==> src/rtl/core/dfd_pkg.sv <==
// Shared types and constants for the DSHOT frame decoder.
`timescale 1ns / 1ps

package dfd_pkg;

   // Frame layout
   localparam int FRAME_BITS  = 16;
   localparam int COUNT_W     = 6;
   localparam int RAW_W       = 11;
   localparam int NIBBLE_W    = 4;
   localparam int WIDTH_W     = 16;
   localparam int THROTTLE_W  = 15;

   // Throttle scaling: product of scale and raw, divided by 2047
   localparam int PROD_W      = THROTTLE_W + RAW_W;
   localparam int SUM_W       = PROD_W + 1;
   localparam int DIV_SHIFT   = 11;
   localparam int RAW_FULL    = 2047;

   // Decoupling queue between front and back
   localparam int QUEUE_DEPTH = 4;
   localparam int QUEUE_PTR_W = 2;
   localparam int QUEUE_CNT_W = 3;

   // Register indexes
   localparam int CSR_INDEX_W = 3;
   localparam logic [CSR_INDEX_W-1:0] CSR_BIT_THRESHOLD   = 3'd0;
   localparam logic [CSR_INDEX_W-1:0] CSR_FIRST_PULSE_MIN = 3'd1;
   localparam logic [CSR_INDEX_W-1:0] CSR_FIRST_PULSE_MAX = 3'd2;
   localparam logic [CSR_INDEX_W-1:0] CSR_THROTTLE_SCALE  = 3'd3;
   localparam logic [CSR_INDEX_W-1:0] CSR_ZERO_ON_ERROR   = 3'd4;

   // Request item types
   localparam logic REQ_PULSE     = 1'b0;
   localparam logic REQ_FRAME_END = 1'b1;

   typedef struct packed {
      logic                 req_type;
      logic [WIDTH_W-1:0]   pulse_width;
   } req_item_type;

   typedef struct packed {
      logic [THROTTLE_W-1:0] throttle;
      logic                  telemetry_request;
      logic                  frame_ok;
   } rsp_item_type;

   typedef struct packed {
      logic [WIDTH_W-1:0]    bit_threshold;
      logic [WIDTH_W-1:0]    first_pulse_min;
      logic [WIDTH_W-1:0]    first_pulse_max;
      logic [THROTTLE_W-1:0] throttle_scale;
      logic                  zero_on_error;
   } cfg_type;

   // One classified frame handed from front to back
   typedef struct packed {
      logic             ok;
      logic             telemetry;
      logic [RAW_W-1:0] raw;
   } job_type;

endpackage

==> src/rtl/core/dfd_queue.sv <==
// Small job queue between the frame front end and the scaling back end.
`timescale 1ns / 1ps

module dfd_queue (
   input  logic              clock,
   input  logic              reset,
   input  logic              push,
   input  dfd_pkg::job_type  push_data,
   output logic              full,
   input  logic              pop,
   output logic              empty,
   output dfd_pkg::job_type  pop_data
);

   dfd_pkg::job_type                    mem_ff [dfd_pkg::QUEUE_DEPTH];
   logic [dfd_pkg::QUEUE_PTR_W-1:0]     wr_ptr_ff, wr_ptr_in;
   logic [dfd_pkg::QUEUE_PTR_W-1:0]     rd_ptr_ff, rd_ptr_in;
   logic [dfd_pkg::QUEUE_CNT_W-1:0]     count_ff, count_in;
   logic                                do_push;
   logic                                do_pop;

   assign full     = (count_ff == dfd_pkg::QUEUE_CNT_W'(dfd_pkg::QUEUE_DEPTH));
   assign empty    = (count_ff == '0);
   assign do_push  = push && !full;
   assign do_pop   = pop && !empty;
   assign pop_data = mem_ff[rd_ptr_ff];

   // Pointer and occupancy update
   always_comb begin
      wr_ptr_in = wr_ptr_ff;
      rd_ptr_in = rd_ptr_ff;
      count_in  = count_ff;
      if (do_push) begin
         wr_ptr_in = wr_ptr_ff + 1'b1;
      end
      if (do_pop) begin
         rd_ptr_in = rd_ptr_ff + 1'b1;
      end
      if (do_push && !do_pop) begin
         count_in = count_ff + 1'b1;
      end else if (do_pop && !do_push) begin
         count_in = count_ff - 1'b1;
      end
   end

   always_ff @(posedge clock) begin
      if (reset) begin
         wr_ptr_ff <= '0;
         rd_ptr_ff <= '0;
         count_ff  <= '0;
      end else begin
         wr_ptr_ff <= wr_ptr_in;
         rd_ptr_ff <= rd_ptr_in;
         count_ff  <= count_in;
      end
   end

   // Storage
   always_ff @(posedge clock) begin
      if (do_push) begin
         mem_ff[wr_ptr_ff] <= push_data;
      end
   end

endmodule

==> src/rtl/core/dfd_front.sv <==
// Front end: shifts in pulse bits, checks the frame at frame end, queues a job.
`timescale 1ns / 1ps

module dfd_front #(
   parameter int MAX_PULSES = 32
) (
   input  logic                  clock,
   input  logic                  reset,
   input  dfd_pkg::cfg_type      cfg,
   input  logic                  req_push,
   input  dfd_pkg::req_item_type req_data,
   input  logic                  job_full,
   output logic                  job_push,
   output dfd_pkg::job_type      job_data
);

   logic [dfd_pkg::FRAME_BITS-1:0] bit_shift_ff, bit_shift_in;
   logic [dfd_pkg::COUNT_W-1:0]    pulse_count_ff, pulse_count_in;
   logic                           first_in_range_ff, first_in_range_in;
   logic                           last_telemetry_ff, last_telemetry_in;
   logic                           accept;
   logic                           pulse_bit;
   logic                           width_in_range;
   logic [dfd_pkg::NIBBLE_W-1:0]   crc_calc;
   logic                           frame_ok;

   assign accept = req_push && !job_full;

   // Per-pulse classification
   assign pulse_bit      = (req_data.pulse_width > cfg.bit_threshold);
   assign width_in_range = (req_data.pulse_width >= cfg.first_pulse_min) &&
                           (req_data.pulse_width <= cfg.first_pulse_max);

   // Frame check: count, first pulse, XOR of the three data nibbles
   assign crc_calc = bit_shift_ff[15:12] ^ bit_shift_ff[11:8] ^ bit_shift_ff[7:4];
   assign frame_ok = (pulse_count_ff == dfd_pkg::COUNT_W'(dfd_pkg::FRAME_BITS)) &&
                     first_in_range_ff && (crc_calc == bit_shift_ff[3:0]);

   // Job for the back end
   always_comb begin
      job_data.ok        = frame_ok;
      job_data.telemetry = frame_ok ? bit_shift_ff[4] : last_telemetry_ff;
      job_data.raw       = frame_ok ? bit_shift_ff[15:5] : '0;
   end
   assign job_push = accept && (req_data.req_type == dfd_pkg::REQ_FRAME_END) &&
                     (frame_ok || cfg.zero_on_error);

   // Frame state update
   always_comb begin
      bit_shift_in      = bit_shift_ff;
      pulse_count_in    = pulse_count_ff;
      first_in_range_in = first_in_range_ff;
      last_telemetry_in = last_telemetry_ff;
      if (accept) begin
         unique case (req_data.req_type)
            dfd_pkg::REQ_PULSE: begin
               if (pulse_count_ff < dfd_pkg::COUNT_W'(MAX_PULSES)) begin
                  if (pulse_count_ff == '0) begin
                     first_in_range_in = width_in_range;
                  end
                  bit_shift_in   = {bit_shift_ff[dfd_pkg::FRAME_BITS-2:0], pulse_bit};
                  pulse_count_in = pulse_count_ff + 1'b1;
               end
            end
            dfd_pkg::REQ_FRAME_END: begin
               if (frame_ok) begin
                  last_telemetry_in = bit_shift_ff[4];
               end
               bit_shift_in      = '0;
               pulse_count_in    = '0;
               first_in_range_in = 1'b0;
            end
            default: begin
            end
         endcase
      end
   end

   always_ff @(posedge clock) begin
      if (reset) begin
         bit_shift_ff      <= '0;
         pulse_count_ff    <= '0;
         first_in_range_ff <= 1'b0;
         last_telemetry_ff <= 1'b0;
      end else begin
         bit_shift_ff      <= bit_shift_in;
         pulse_count_ff    <= pulse_count_in;
         first_in_range_ff <= first_in_range_in;
         last_telemetry_ff <= last_telemetry_in;
      end
   end

endmodule

==> src/rtl/core/dfd_back.sv <==
// Back end: scales raw throttle by throttle_scale / 2047 in a three-stage pipeline.
`timescale 1ns / 1ps

module dfd_back (
   input  logic                  clock,
   input  logic                  reset,
   input  dfd_pkg::cfg_type      cfg,
   input  logic                  job_empty,
   input  dfd_pkg::job_type      job_data,
   output logic                  job_pop,
   output logic                  rsp_empty,
   input  logic                  rsp_pop,
   output dfd_pkg::rsp_item_type rsp_data
);

   // Stage 1: product
   logic                          s1_valid_ff;
   logic [dfd_pkg::PROD_W-1:0]    s1_prod_ff, s1_prod_in;
   logic                          s1_ok_ff;
   logic                          s1_tel_ff;
   // Stage 2: quotient estimate
   logic                          s2_valid_ff;
   logic [dfd_pkg::PROD_W-1:0]    s2_prod_ff;
   logic [dfd_pkg::THROTTLE_W-1:0] s2_quot_ff, s2_quot_in;
   logic                          s2_ok_ff;
   logic                          s2_tel_ff;
   // Stage 3: corrected quotient, held as the result register
   logic                          s3_valid_ff;
   logic [dfd_pkg::THROTTLE_W-1:0] s3_quot_ff, s3_quot_in;
   logic                          s3_ok_ff;
   logic                          s3_tel_ff;

   logic                          advance;
   logic [dfd_pkg::SUM_W-1:0]     est_sum;
   logic [dfd_pkg::SUM_W-1:0]     remainder;

   // Whole pipeline moves unless a result is stuck at the output
   assign advance   = !s3_valid_ff || rsp_pop;
   assign job_pop   = advance && !job_empty;
   assign rsp_empty = !s3_valid_ff;

   always_comb begin
      rsp_data.throttle          = s3_quot_ff;
      rsp_data.telemetry_request = s3_tel_ff;
      rsp_data.frame_ok          = s3_ok_ff;
   end

   // 15x11 multiply
   assign s1_prod_in = dfd_pkg::PROD_W'(cfg.throttle_scale) * dfd_pkg::PROD_W'(job_data.raw);

   // x/2047 ~ (x + x/2^11 + x/2^22) / 2^11, low by at most one
   assign est_sum = dfd_pkg::SUM_W'(s1_prod_ff) +
                    dfd_pkg::SUM_W'(s1_prod_ff >> dfd_pkg::DIV_SHIFT) +
                    dfd_pkg::SUM_W'(s1_prod_ff >> (2 * dfd_pkg::DIV_SHIFT));
   assign s2_quot_in = dfd_pkg::THROTTLE_W'(est_sum >> dfd_pkg::DIV_SHIFT);

   // Remainder p - 2047*q, one correction step
   assign remainder = dfd_pkg::SUM_W'(s2_prod_ff) + dfd_pkg::SUM_W'(s2_quot_ff) -
                      (dfd_pkg::SUM_W'(s2_quot_ff) << dfd_pkg::DIV_SHIFT);
   assign s3_quot_in = (remainder >= dfd_pkg::SUM_W'(dfd_pkg::RAW_FULL)) ?
                       s2_quot_ff + 1'b1 : s2_quot_ff;

   // Valid bits
   always_ff @(posedge clock) begin
      if (reset) begin
         s1_valid_ff <= 1'b0;
         s2_valid_ff <= 1'b0;
         s3_valid_ff <= 1'b0;
      end else if (advance) begin
         s1_valid_ff <= !job_empty;
         s2_valid_ff <= s1_valid_ff;
         s3_valid_ff <= s2_valid_ff;
      end
   end

   // Payload
   always_ff @(posedge clock) begin
      if (advance) begin
         s1_prod_ff <= s1_prod_in;
         s1_ok_ff   <= job_data.ok;
         s1_tel_ff  <= job_data.telemetry;
         s2_prod_ff <= s1_prod_ff;
         s2_quot_ff <= s2_quot_in;
         s2_ok_ff   <= s1_ok_ff;
         s2_tel_ff  <= s1_tel_ff;
         s3_quot_ff <= s3_quot_in;
         s3_ok_ff   <= s2_ok_ff;
         s3_tel_ff  <= s2_tel_ff;
      end
   end

endmodule

==> src/rtl/core/dshot_frame_decoder.sv <==
// DSHOT frame decoder top level: config registers, front end, job queue, back end.
// A frame-end transaction's result reaches the rsp_ ports through the job queue, written at
// the accepting edge, and then the three-stage pipeline, which holds while a result waits.
// Throughput: one request transaction per cycle while req_full is low; req_full rises only
// when the four-entry job queue is full, which happens when results are not popped.
// Reset clears the frame state, queue and pipeline and loads the register defaults.
`timescale 1ns / 1ps

module dshot_frame_decoder #(
   parameter int MAX_PULSES = 32
) (
   input  logic                                clock,
   input  logic                                reset,
   input  logic                                req_push,
   output logic                                req_full,
   input  dfd_pkg::req_item_type               req_data,
   output logic                                rsp_empty,
   input  logic                                rsp_pop,
   output dfd_pkg::rsp_item_type               rsp_data,
   input  logic                                csr_valid,
   output logic                                csr_ready,
   input  logic [dfd_pkg::CSR_INDEX_W-1:0]     csr_index,
   input  logic [dfd_pkg::WIDTH_W-1:0]         csr_data
);

   dfd_pkg::cfg_type cfg_ff, cfg_in;
   logic             job_push;
   logic             job_full;
   logic             job_pop;
   logic             job_empty;
   dfd_pkg::job_type job_wr_data;
   dfd_pkg::job_type job_rd_data;

   // Register writes, always ready
   assign csr_ready = 1'b1;

   always_comb begin
      cfg_in = cfg_ff;
      if (csr_valid) begin
         unique case (csr_index)
            dfd_pkg::CSR_BIT_THRESHOLD:   cfg_in.bit_threshold   = csr_data;
            dfd_pkg::CSR_FIRST_PULSE_MIN: cfg_in.first_pulse_min = csr_data;
            dfd_pkg::CSR_FIRST_PULSE_MAX: cfg_in.first_pulse_max = csr_data;
            dfd_pkg::CSR_THROTTLE_SCALE:
               cfg_in.throttle_scale = csr_data[dfd_pkg::THROTTLE_W-1:0];
            dfd_pkg::CSR_ZERO_ON_ERROR:   cfg_in.zero_on_error   = csr_data[0];
            default: begin
            end
         endcase
      end
   end

   always_ff @(posedge clock) begin
      if (reset) begin
         cfg_ff.bit_threshold   <= '0;
         cfg_ff.first_pulse_min <= '0;
         cfg_ff.first_pulse_max <= '1;
         cfg_ff.throttle_scale  <= dfd_pkg::THROTTLE_W'(dfd_pkg::RAW_FULL);
         cfg_ff.zero_on_error   <= 1'b1;
      end else begin
         cfg_ff <= cfg_in;
      end
   end

   assign req_full = job_full;

   dfd_front #(
      .MAX_PULSES (MAX_PULSES)
   ) u_front (
      .clock    (clock),
      .reset    (reset),
      .cfg      (cfg_ff),
      .req_push (req_push),
      .req_data (req_data),
      .job_full (job_full),
      .job_push (job_push),
      .job_data (job_wr_data)
   );

   dfd_queue u_queue (
      .clock     (clock),
      .reset     (reset),
      .push      (job_push),
      .push_data (job_wr_data),
      .full      (job_full),
      .pop       (job_pop),
      .empty     (job_empty),
      .pop_data  (job_rd_data)
   );

   dfd_back u_back (
      .clock     (clock),
      .reset     (reset),
      .cfg       (cfg_ff),
      .job_empty (job_empty),
      .job_data  (job_rd_data),
      .job_pop   (job_pop),
      .rsp_empty (rsp_empty),
      .rsp_pop   (rsp_pop),
      .rsp_data  (rsp_data)
   );

endmodule

==> config.mk <==
export PLATFORM = sky130hd
export DESIGN_NAME = dshot_frame_decoder
export DESIGN_NICKNAME = d
export VERILOG_FILES = /design/src/rtl/core/dfd_pkg.sv /design/src/rtl/core/dfd_queue.sv /design/src/rtl/core/dfd_front.sv /design/src/rtl/core/dfd_back.sv /design/src/rtl/core/dshot_frame_decoder.sv
export SDC_FILE = /design/constraint.sdc
export NUM_CORES = 1
export LEC_CHECK = 0
export BUFFER_PORTS_ARGS = -buffer_cell sky130_fd_sc_hd__buf_2
export CORE_ASPECT_RATIO = 1.2
export CORE_MARGIN = 4
export CORE_UTILIZATION = 50
export CTS_BUF_LIST = sky130_fd_sc_hd__clkbuf_8 sky130_fd_sc_hd__clkbuf_16
export DETAILED_ROUTE_END_ITERATION = 10
export PLACE_DENSITY = 0.66
export SLEW_MARGIN = 20
export SYNTH_ARGS = -nofsm -noshare
export SYNTH_HDL_FRONTEND = slang
export SYNTH_SLANG_ARGS = --single-unit
==> constraint.sdc <==
create_clock -name clock -period 13.9 [get_ports clock]
set_clock_uncertainty 0.1 [all_clocks]
set_input_delay 1.39 -clock clock [delete_from_list [all_inputs] [get_ports clock]]
set_output_delay 1.39 -clock clock [all_outputs]
set_load 0.03 [all_outputs]
## Word level (Yosys, flattened, before mapping)

Memories as Yosys holds them, arrays and structs flattened. A register that Yosys moved wholly into a read port is not among the register bits.
Index checks and enable logic that the tools add are counted.
W data, S select, Z words.

- Logic and storage cells: 100
- Output and inout bits: 20
- Register bits after elaboration: 186
- Memories: 1
- Input bits: 41
- RAM bits: 52

Memories:

| memory | words | width | read ports | clocked after memory_dff | wr ports | RTL line | text |
|---|---|---|---|---|---|---|---|
| u_queue.mem_ff | 4 | 13 | 1 | 1 | 1 | dfd_queue.sv:15 | `dfd_pkg::job_type mem_ff [dfd_pkg::QUEUE_DEPTH];` |

- Multipliers: 1
- Mux-type cells: 16
- Reduce and logical (&&, ||, !) cells: 30
- $add $sub $neg: 10
- Magnitude comparators: 5
- Bitwise operators: 3
- Eq/ne operators: 9

Operator list:

| kind | count |
|---|---|
| $pmux W16 S2 | 1 |
| $add A26 B15 Y27 | 1 |
| $ge A27 B11 Y1 const B | 1 |
| $sub A27 B26 Y27 | 1 |
| $add A26 B15 Y26 | 1 |
| $add A26 B4 Y26 | 1 |
| $mul A15 B11 Y26 | 1 |
| $ge A16 B16 Y1 | 1 |
| $gt A16 B16 Y1 | 1 |
| $le A16 B16 Y1 | 1 |
| $mux W16 | 1 |
| $add A15 B1 Y15 const B | 1 |
| $mux W15 | 1 |
| $reduce_and A2 Y1 | 7 |
| $pmux W6 S2 | 1 |
| $logic_and A1 B1 Y1 | 11 |
| $mux W11 | 1 |
| $xor A4 B4 Y4 | 2 |
| $add A6 B1 Y6 const B | 1 |
| $eq A3 B2 Y1 const B | 2 |
| $eq A3 B3 Y1 const B | 2 |
| $eq A6 B5 Y1 const B | 1 |
| $logic_not A3 Y1 | 2 |
| $logic_not A6 Y1 | 1 |
| other kinds (17) | 30 |

## Depth between registers and ports, before layout

- Depth in word-level cells: 11
- Mapped depth: 24
- Mapped depth without buffers: 22

## Modules after synthesis

From an unflattened synthesis, not the netlist that was laid out.

- Cells, all modules: 1834
- Area, all modules: 18514.0 um^2

By module, submodules not included:

| module | area each (um^2) | cells each | instances |
|---|---|---|---|
| dfd_back | 11224.5 | 1177 | 1 |
| dshot_frame_decoder | 2593.7 | 249 | 1 |
| dfd_queue | 2352.3 | 115 | 1 |
| dfd_front | 2343.5 | 293 | 1 |

## Worst setup path after synthesis

OpenSTA, ideal clock, no wires.

- Path type: register -> register
- From: register with a tool-made name
- To: register u_back.s1_prod_ff[24] (netlist name) (data pin)
- Stages on the path, launching flop included: 22
- Data required time: 13.541 ns
- Arrival: 6.312 ns
- Period minus slack after synthesis: 6.671 ns
- Buffers on the path: 2
- Path slack: 7.229 ns
- Cells stage by stage: dfxtp_1 > buf_1 > mux4_2 > clkbuf_1 > and2_1 > fa_1 > fa_1 > fa_1 > fa_1 > inv_1 > fa_1 > inv_1 > ha_1 > a21o_1 > a21o_1 > a21oi_1 > nand2b_1 > a21oi_1 > o21ai_0 > a31o_2 > a21o_1 > xor2_1

RTL lines:

| what | RTL line | text |
|---|---|---|
| to (signal assigned) | dfd_back.sv:79 | `s1_prod_ff <= s1_prod_in;` |
| to (decl) | dfd_back.sv:18 | `logic [dfd_pkg::PROD_W-1:0] s1_prod_ff, s1_prod_in;` |

==> metrics.csv <==
stage,metric,value,unit
run_status,status,completed,
timing,final hold viol count,0,
cts,Num CTS Buffers,26,
timing,RSZ-0062 raised after global routing,no,
finish,Syn-to-layout area delta,8.767,%
floorplan,core area,35190,µm²
yosys,Yosys reg bits,240,
worst_hold_path,Hold Startpoint,u_back.s1_tel_ff$_DFFE_PN_,
yosys,Post-synth EDFFs,140,
yosys,Cells after Synth,1835,
timing,max frequency,143.3,MHz
timing,fin crit period,6978,ps
timing,setup TNS,0,ps
drt,Remaining DRCs,0,
drt,wire length per cell,16.35,µm
yosys,area of the mapped netlist,17910,µm²
finish,fin area,19480,µm²
drt,initial detailed-routing violation count,536,
yosys,top cell type's share of synthesized area,23.47,%
yosys,Yosys top cell by area,edfxtp_1,
timing,final setup violating endpoints,0,
placed_design,hpwl dp,30360,µm
finish,share of layout cells above drive strength 1,6.904,%
drt,"antenna viol nets, final",0,
global_routing,initial antenna violation count,0,
cts,clock root buffer master,clkbuf_16,
critical_path,CP arrival,7160,ps
cts,Setup Buffers After CTS,0,
cts,Hold Buf Count CTS,0,
cts,Clock Sinks,240,
critical_path,Worst Path Required,14080,ps
floorplan,FP Rows,75,
finish,fillers,3108,
yosys,Yosys cell types,66,
critical_path,crit end category,register,
global_routing,vias in the first global route,12820,
critical_path,crit path launch type,register,
floorplan,die extent in x,180.8,µm
yosys,"Avg Cell Area, Syn",9.760,µm²
critical_path,Critical Path Fanout Max,15,
drt,Routed Wire Length,38340,µm
placed_design,dpl cell area,18570,µm²
global_routing,GR Overflow Total,0,
yosys,Syn. warnings,0,
cts,TritonCTS clock tree,yes,
drt,DR vias/cell,5.325,
cts,clock buffer depth,3,
yosys,"FFs w/ async S/R, synth",0,%
floorplan,Chip Height,215.3,µm
finish,post-layout util,55.36,%
worst_hold_path,Hold Crit Class,register to register,
timing,Slew HR,28.37,%
cts,Clock transition at path regs,60,ps
cts,worst skew pair latency,540,ps
critical_path,Setup Crit Path Kind,register to register,
finish,antenna cell count,0,
global_routing,largest net degree at the start of global routing,97,
placed_design,global placer's final weighted congestion,0.9306,
yosys,Post-Syn Nets,2193,
yosys,register area share after synthesis,34.65,%
drt,DR vias,12490,
timing,max-slew violation count,0,
finish,NumNets Final,2222,
timing,Tcrit/Tclk final,50.20,%
floorplan,die area,38920,µm²
global_routing,Overall Global Routing Usage,19.71,%
floorplan,Initial Util,50.89,%
flow_run,max-cap violation count,0,
placed_design,PortBufs,59,
yosys,top_reg_cell synth,edfxtp_1,
finish,fin cells,2345,
timing,Worst Tran Pin Value,1069,ps
placed_design,dpl cells,2298,
drt,DRT Pass-1 Iters,6,
floorplan,IO Pins,61,
cts,# H-tree levels,1,
yosys,Synth area leaders,"edfxtp_1 (23%), fa_1 (14%), ha_1 (13%)",
cts,post-cts resize count,0,
global_routing,first-pass GRT wire length,63320,µm
## layer usage
layer	up-vias	track usage (%)	wire length, µm
li1	6146	-	-
met1	5989	22.25	14930
met2	249	37.27	20450
met3	102	2.131	1262
met4	0	8.623	1697
met5	-	0	0
## state kept, by name, indices dropped and copies added (netlist names), named ones only
signal / cells
u_front.pulse_count_ff: 6
u_back.s2_tel_ff: 1
u_back.s1_tel_ff: 1
u_back.s1_ok_ff: 1
cfg_ff: 64
u_front.first_in_range_ff: 1
u_front.last_telemetry_ff: 1
u_back.s3_valid_ff: 1
u_queue.mem_ff: 52
u_back.s3_tel_ff: 1
u_queue.rd_ptr_ff: 2
u_front.bit_shift_ff: 16
u_back.s2_valid_ff: 1
u_queue.wr_ptr_ff: 2
u_back.s2_quot_ff: 15
u_back.s2_ok_ff: 1
u_back.s1_valid_ff: 1
u_back.s1_prod_ff: 26
u_queue.count_ff: 3
u_back.s3_quot_ff: 15
u_back.s3_ok_ff: 1
u_back.s2_prod_ff: 26
## kinds of logic (layout without fill, tap and decap cells)
group / after synthesis / count (layout) / synth area share (%)
XOR/XNOR: 83 / 83 / 4.059
buffers and inverters: 331 / 379 / 7.049
AND/OR/NAND/NOR: 604 / 604 / 16.33
AO/OA/AOI/OAI: 241 / 241 / 8.614
flip-flops: 240 / 240 / 34.65
multiplexers: 18 / 18 / 1.928
adder cells (fa/ha/maj): 317 / 317 / 27.34
other: 1 / 1 / 0.02094
## through the flow
stage | worst slack [ps] | hold WS (ps)
6_report | 6922 | 323.4
5_1_grt | 6538 | 340.9
4_1_cts | 6881 | 325.2
3_5_place_dp | 6900 | 310.7
3_3_place_gp | 7005 | 301.6
2_1_floorplan | 7229 | 300.3
## placed cells by master, fill, tap and decap left out, types with 28 or more instances in the layout
master / count
a21o_1: 35
a21oi_1: 93
and2_1: 102
buf_2: 59
clkbuf_16: 28
dfxtp_1: 100
edfxtp_1: 140
fa_1: 124
ha_1: 193
inv_1: 271
nand2_1: 263
nand3b_1: 28
nor2_1: 80
o21ai_0: 33
xnor2_1: 59
## final timing paths
kind | to | slack [ps] | depth (start not counted)
max | u_back.s1_prod_ff[24]$_DFFE_PN_ | 6920 | 19
min | u_back.s2_tel_ff$_DFFE_PN_ | 320 | 0
max reg2reg | u_back.s1_prod_ff[24]$_DFFE_PN_ | 6920 | 19
min reg2reg | u_back.s2_tel_ff$_DFFE_PN_ | 320 | 0
## synthesized netlist by cell type, drive strengths merged (3+ instances only)
cell type	count
buf	7
xnor2	59
xor2	24
nand2	263
and3	11
nor3b	5
mux4	13
a21o	35
a21oi	94
nor3	23
a2111oi	7
inv	269
o211ai	6
dfxtp	100
nand3	23
o21ai	34
a21boi	3
nor2	81
or3	3
o31ai	3
nor4	6
ha	193
a211oi	7
a22oi	16
nor2b	17
a31oi	10
o22ai	4
edfxtp	140
mux2i	3
nand3b	28
nand4	19
clkbuf	55
nand2b	12
fa	124
o21a	4
and2	102
or2	3
## worst max-delay path, cell delays in order, from the launching register on
cell     delay (ps)
dfxtp_1         900
mux4_2          770
nand2_1         150
fa_1            450
fa_1            510
fa_1            510
inv_1            70
fa_1            540
inv_1            60
fa_1            520
inv_1            40
ha_1            320
a21oi_1         150
o21ai_0         190
a221o_1         430
a21oi_1         250
o21ai_0         180
a31o_2          260
a21o_1          180
xor2_1          140
## layout make-up
cell class | count | area [µm²] | area share (%)
Clock buffer | 28 | 700.7 | 3.597
Multi-Input combinational cell | 1264 | 10460 | 53.67
Tap cell | 462 | 578.1 | 2.967
Inverter | 269 | 1011 | 5.190
Clock inverter | 19 | 203.9 | 1.047
Timing Repair Buffer | 63 | 325.3 | 1.670
Sequential cell | 240 | 6206 | 31.86
Power is left out: the tool's default activity adds up to more than one toggle a clock period on the data nets, which glitch-free logic cannot reach.
